--- src/rtl/plbe_pkg.sv ---
// shared types and codes for the parallel led bit-plane encoder
package plbe_pkg;

  localparam int OPCODE_W = 2;
  localparam int CHANNEL_W = 3;
  localparam int LED_W = 9;
  localparam int COLOUR_W = 24;
  localparam int SAMPLE_W = 8;
  localparam int CFG_LEDS_W = 10;

  localparam int QUEUE_DEPTH = 2;
  localparam int QUEUE_AW = 1;

  typedef logic [OPCODE_W-1:0] opcode_t;
  typedef logic [1:0] kind_t;

  localparam opcode_t OP_PIXEL = 2'd0;
  localparam opcode_t OP_START = 2'd1;
  localparam opcode_t OP_TICK = 2'd2;

  localparam kind_t KIND_PIXEL = 2'd0;
  localparam kind_t KIND_START = 2'd1;
  localparam kind_t KIND_TICK = 2'd2;

  localparam logic REG_LEDS_IN_USE = 1'b0;

  typedef struct packed {
    kind_t kind;
    logic [CHANNEL_W-1:0] channel;
    logic [LED_W-1:0] led;
    logic [COLOUR_W-1:0] colour;
  } item_t;

endpackage

--- src/rtl/plbe_queue.sv ---
// two-entry queue between front and back end
module plbe_queue import plbe_pkg::*; (
  input  logic  clk,
  input  logic  rst,
  input  logic  push,
  input  item_t push_item,
  output logic  space,
  output logic  pop_valid,
  input  logic  pop,
  output item_t pop_item
);

  item_t entries [QUEUE_DEPTH];
  logic [QUEUE_AW-1:0] wptr;
  logic [QUEUE_AW-1:0] rptr;
  logic [QUEUE_AW:0] count;

  assign space = count != (QUEUE_AW+1)'(QUEUE_DEPTH);
  assign pop_valid = count != '0;
  assign pop_item = entries[rptr];

  always_ff @(posedge clk) begin
    if (push) begin
      entries[wptr] <= push_item;
    end
  end

  always_ff @(posedge clk) begin
    if (rst) begin
      wptr <= '0;
      rptr <= '0;
      count <= '0;
    end else begin
      if (push) begin
        wptr <= wptr + 1'b1;
      end
      if (pop) begin
        rptr <= rptr + 1'b1;
      end
      if (push && !pop) begin
        count <= count + 1'b1;
      end else if (pop && !push) begin
        count <= count - 1'b1;
      end
    end
  end

endmodule

--- config.mk ---
export PLATFORM = sky130hd
export DESIGN_NAME = plbe_queue
export DESIGN_NICKNAME = d
export VERILOG_FILES = /design/src/rtl/plbe_pkg.sv /design/src/rtl/plbe_queue.sv
export SDC_FILE = /design/constraint.sdc
export NUM_CORES = 1
export LEC_CHECK = 0
export BUFFER_PORTS_ARGS = -buffer_cell sky130_fd_sc_hd__buf_4
export CAP_MARGIN = 20
export CELL_PAD_IN_SITES_DETAIL_PLACEMENT = 1
export CELL_PAD_IN_SITES_GLOBAL_PLACEMENT = 2
export CORE_MARGIN = 5
export CORE_UTILIZATION = 34
export CTS_CLUSTER_DIAMETER = 40
export DETAILED_ROUTE_END_ITERATION = 7
export GPL_ROUTABILITY_DRIVEN = 0
export PLACE_DENSITY_LB_ADDON = 0.1
export SLEW_MARGIN = 10
export SYNTH_ARGS = -nofsm -noshare
export SYNTH_HDL_FRONTEND = slang
export SYNTH_SLANG_ARGS = --single-unit
export TNS_END_PERCENT = 10
--- constraint.sdc ---
create_clock -name clk -period 2.58 [get_ports clk]
set_clock_uncertainty 0.2 [all_clocks]
set_input_delay 0.258 -clock clk [delete_from_list [all_inputs] [get_ports clk]]
set_output_delay 0.258 -clock clk [all_outputs]
set_load 0.02 [all_outputs]
==> key figures, run 1 <==
Cells and area
  – Non-Filler Instances: 385
  – Layout filler cell count: 834
  – Share of cells above drive strength 1: 44.4%
  – Diode count: 0
  – Nets: 315
  – Final core occ: 51.0%
  – Area Growth Syn to Fin: 46.8%

Synthesis
  – Post-synth EDFFs: 76
  – Syn Area/Cell: 21.6 µm²
  – Ranking of synthesized cells by area: edfxtp_1 75%, mux2_4 9.9%, mux2_1 6.7%
  – Post-synth ARST share: 0%
  – Most frequent cells after synthesis: 76 x edfxtp_1, 20 x mux2_4, 18 x mux2_1, 5 x dfxtp_1, 4 x nor2_1
  – Post-Synthesis Net Count: 183
  – Synth Cell Area: 0.00303 mm²
  – Synth Register Bits: 81
  – Cell variety after synth: 19
  – Sequential-to-total area share from yosys stat: 78.7%
  – Synth area leader: edfxtp_1
  – Synth top area share: 75.4%
  – Synth Flop Type: edfxtp_1
  – Most common cell in the netlist: edfxtp_1
  – Post-synthesis instance total: 140
  – Yosys warns: 0

Detailed routing
  – DRC violation total after the first TritonRoute iteration: 48
  – First-pass iteration count of the detailed router: 3
  – Total Wirelength: 6220 µm
  – Vias: 1,689
  – Drt via density: 4.39
  – Remaining antenna violation count: 0
  – Number of remaining DRC errors: 0
  – Routed length per instance: 16.1 µm

Die
  – Core Region: 0.00872 mm²
  – Die height: 104 µm
  – Number of top-level pins: 82
  – Die area: 0.0109 mm²
  – FP Rows: 34
  – Starting Density: 34.7%
  – DIE WIDTH: 104 µm

Worst setup path
  – Req. time, crit path: 2.12 ns
  – Data arrival time of the critical path: 1.56 ns
  – Top cell by count, worst path: buf_4
  – Crit path launch type: flop
  – Crit path kind: reg2out
  – CP max stage cell: mux2_1
  – Worst-path fanout max: 23
  – Max incr delay on CP: 0.37 ns
  – Crit. End Element: output pin
  – Crit path cell chain: buf_4 -> mux2_1 -> buf_4

Clock tree
  – Total CTS buffers: 9
  – Reg clk slew, reported paths: 0.08 ns
  – Clk buf depth: 2
  – Clk_lat worst skew: 0.33 ns
  – Post-CTS sizing: 0
  – # H-tree levels: 3
  – CTS tree: built
  – CTS Sinks: 81
  – Setup Buffers After CTS: 0
  – Hold-fix buffers at CTS: 40
  – Root buffer cell: clkbuf_8

STA
  – Final period util: 78.2%
  – Min Tclk post-route: 2.02 ns
  – Final setup fails: 0
  – Slew of the pin with the lowest slew margin: 0.543 ns
  – Worst relative slew slack: 63.7%
  – Final hold vios: 0
  – Slew Viols, Final: 0
  – Fmax: 495 MHz
  – RSZ-0062 raised after global routing: no
  – Setup TNS: 0 ns

Power
  – Post-layout total power: 3.15 mW
  – Leakage power: 1.73 nW
  – VDD IR max: 0.324 mV
  – Cell area power density: 708 mW/mm²

Placed design
  – IO Port Bufs: 81
  – Post-DP HPWL: 4220 µm
  – Post-Place Cells: 329

GRT
  – GR Overflow Total: 0
  – Global-route wire length before repair: 10,100 µm
  – Vias in the first global route: 1,958
  – All-Layer GR Usage: 12.0%
  – Antenna violations before repair: 0
  – Pin count of the biggest net entering global routing: 24

Hold path
  – HP Class: in2reg

Status
  – Status: finished clean

Run
  – Max_cap viols: 0
==> final cells by class <==
class | instances | area, µm² | share of cell area (%)
Tap cell | 108 | 135 | 3.04
Clock buffer | 9 | 124 | 2.79
Sequential cell | 81 | 2380 | 53.6
Clock inverter | 7 | 119 | 2.67
Timing Repair Buffer | 125 | 1060 | 23.9
Multi-Input combinational cell | 54 | 616 | 13.9
Inverter | 1 | 3.75 | 0.0845
==> critical path: cells and delay by family, from the launching register on <==
family,cells,cell delay (ns)
buffers and inverters,2,0.52
DFF,1,0.33
muxes,1,0.37
==> layer usage <==
layer	part of all wire [%]	wire, µm	vias to the layer above	GRT usage [%]
li1	-	-	804	-
met1	38	2340	829	12.9
met2	56	3470	50	21.4
met3	5.2	325	6	4.41
met4	1.3	82	0	3.89
met5	0	0	-	0
==> placed cells by master (no fill, tap or decap), types with 2 or more instances in the layout <==
cell type | Yosys | layout
mux2_4 | 20 | 20
nor2_1 | 4 | 4
clkbuf_8 | 0 | 9
bufinv_16 | 0 | 3
xnor2_1 | 2 | 2
dlygate4sd3_1 | 0 | 40
buf_12 | 0 | 2
clkinv_4 | 0 | 2
xor2_1 | 2 | 2
dfxtp_1 | 5 | 4
mux2_1 | 18 | 18
buf_4 | 1 | 83
edfxtp_1 | 76 | 76
==> worst paths after layout <==
path	start	to	slack, ns	cells past startpoint
worst max-delay path	flop	pop_item[18]	0.56	3
worst min-delay path	push	wptr	0.02	3
worst max register to register	wptr	entries[1][8]	0.97	2
worst min register to register	rptr	rptr	0.33	2
==> stage by stage <==
stage | instance area, µm² | setup WS (ns) | hold slack (ns)
4_1_cts | 4440 | 0.508 | 0.00633
5_1_grt | 4440 | 0.448 | 0.00532
2_1_floorplan | 3030 | 0.635 | 0.127
6_report | 4440 | 0.562 | 0.0202
3_5_place_dp | 3800 | 0.895 | 0.247
3_3_place_gp | 3800 | 0.941 | 0.243
==> sequential cells by signal, indices dropped and copies added, names as in the netlist, named ones only <==
name	count
entries	76
rptr	1
count	2
wptr	1
==> power by group <==
| group | total (mW) | switching (mW) | internal [mW] |
|---|---|---|---|
| combinational | 0.516 | 0.248 | 0.269 |
| clock | 1.07 | 0.432 | 0.642 |
| sequential | 1.55 | 0.0258 | 1.53 |
==> cells by family after synthesis <==
family                     Yosys count  share of synthesized area [%]
and+or+nand+nor                      9                           1.53
buffers and inverters                5                           1.28
AOI/OAI and AO/OA                    2                          0.330
adders and majority gates            1                          0.413
xor gates and xnor gates             4                           1.16
DFF                                 81                           78.7
muxes                               38                           16.6
(Power assumes the default switching activity.)
==> run 2: changes to the inputs <==
Settings changed: CORE_UTILIZATION 34 to 37.
Clock period 2.58 ns to 2.1 ns, I/O delays scaled along.
==> key figures, run 2 (synthesis gave the netlist of run 1 again) <==
Status
  – Status: finished clean

Hold path
  – HP Class: reg2reg
  – Hold depth: 2
  – Hold path startpoint: count[1]
  – Hold Crit Endpoint: count[1]

Detailed routing
  – Number of remaining DRC errors: 0
  – Met2 routed WL: 3080 µm
  – Routed met3 length: 401 µm
  – First-pass iteration count of the detailed router: 3
  – Remaining antenna violation count: 0
  – Total Wirelength: 6060 µm
  – DRC violation total after the first TritonRoute iteration: 45
  – WL met1: 2510 µm
  – Vias: 1,675
  – Drt via density: 4.36
  – DR top layer: met4
  – Routed length per instance: 15.8 µm

Cells and area
  – Diode count: 0
  – Commonest non-fill, non-tap cell in the layout: buf_4
  – Max FFs per register: 76
  – Top reg by flops: entries
  – Area Growth Syn to Fin: 48.3%
  – Share of cells above drive strength 1: 43.7%
  – Non-Filler Instances: 384
  – Nets: 317
  – Most frequent cells in the layout: 82 x buf_4, 76 x edfxtp_1, 42 x dlygate4sd3_1
  – Layout filler cell count: 775
  – Largest registers: entries x76, count x2

Worst setup path
  – Crit path kind: reg2out
  – Worst-path fanout max: 28
  – Worst reg2reg path endpoint: entries[1][37]
  – Reg2reg setup slack: 0.55 ns
  – Data arrival time of the critical path: 1.46 ns
  – Req. time, crit path: 1.69 ns
  – Worst R2R Path Depth: 2
  – Crit. End Element: output pin
  – Crit path launch type: flop
  – FF-to-FF Start: wptr

Power
  – Leakage power: 1.75 nW
  – VDD IR max: 0.524 mV
  – Post-layout total power: 3.99 mW
  – Cell area power density: 889 mW/mm²

STA
  – Min Tclk post-route: 1.87 ns
  – Final hold vios: 0
  – Final period util: 88.9%
  – Worst relative slew slack: 74.8%
  – Slew of the pin with the lowest slew margin: 0.378 ns
  – Fmax: 536 MHz
  – RSZ-0062 raised after global routing: no
  – Final setup fails: 0
  – Slew Viols, Final: 0
  – Setup TNS: 0 ns
  – PnR worst setup slack: 0.234 ns

GRT
  – Global-route wire length before repair: 9460 µm
  – Vias in the first global route: 1,886
  – Pin count of the biggest net entering global routing: 29
  – Antenna violations before repair: 0
  – All-Layer GR Usage: 12.5%
  – GR Overflow Total: 0

Die
  – FP Rows: 33
  – Starting Density: 37.4%
  – Core Region: 0.00809 mm²
  – Number of top-level pins: 82
  – Die area: 0.0101 mm²
  – Die height: 100 µm
  – DIE WIDTH: 100 µm

Clock tree
  – # H-tree levels: 3
  – Clk buf depth: 2
  – Clk_lat worst skew: 0.33 ns
  – Total CTS buffers: 9
  – Post-CTS sizing: 0
  – Reg clk slew, reported paths: 0.07 ns
  – CTS Sinks: 81
  – CTS tree: built
  – Root buffer cell: clkbuf_8

Placed design
  – IO Port Bufs: 81
  – Pre-CTS setup slack: 0.545 ns
  – Post-Place Cells: 326
  – Post-DP HPWL: 3940 µm

Run
  – Max_cap viols: 0
==> run 2: changes by cell type in the layout (fill, tap and decap cells not counted), sizes merged <==
cell and change:
clkinv -3, clkbuf +2, dlygate4sd3 +2, bufinv +1
==> run 2: repair_timing <==
item	in CTS	in global routing
setup buffers	0	0
endpoints found under the hold margin	81	0
hold buffers	42	0
==> run 2: per-layer routing <==
metal  track usage (%)  up-vias
li1                  -      806
met1              15.0      811
met2              21.4       52
met3              4.15        6
met4              4.04        0
met5                 0        -
==> run 2: worst max-delay path by stage <==
stage	start	cells past startpoint	endpoint	slack [ns]
CTS	flop	3	pop_item[23]	0.19
finish	flop	3	pop_item[23]	0.23
detailed placement	wptr	2	entries[1][35]	0.55
floorplan	wptr	1	entries[0][0]	0.16
global route	flop	3	pop_item[23]	0.15
global placement	flop	3	pop_item[19]	0.59
==> run 2: worst max-delay path: stages, from the launching register on <==
cell and delay, ns:
dfxtp_2 0.35, buf_12 0.22, mux2_1 0.38, buf_4 0.17
==> run 2: power by group <==
| group | internal [mW] | switching, mW | total, mW |
|---|---|---|---|
| clock | 0.911 | 0.529 | 1.44 |
| combinational | 0.339 | 0.304 | 0.642 |
| sequential | 1.88 | 0.0297 | 1.91 |
| total | 3.13 | 0.862 | 3.99 |
==> run 2: cell type report <==
| class | instances | area (µm²) | share of cell area [%] |
|---|---|---|---|
| Clock inverter | 5 | 128 | 2.84 |
| Inverter | 1 | 3.75 | 0.0836 |
| Timing Repair Buffer | 127 | 1100 | 24.4 |
| Clock buffer | 11 | 131 | 2.93 |
| Tap cell | 105 | 131 | 2.93 |
| Multi-Input combinational cell | 54 | 616 | 13.7 |
| Sequential cell | 81 | 2380 | 53.1 |
==> run 2: per-stage QoR <==
stage	area, µm²	util [%]	hold slack [ns]
2_1_floorplan	3030	-	0.0791
3_3_place_gp	3810	47.1	0.195
3_5_place_dp	3810	47.1	0.200
4_1_cts	4490	55.5	0.316
5_1_grt	4490	55.5	0.356
6_report	4490	55.5	0.313
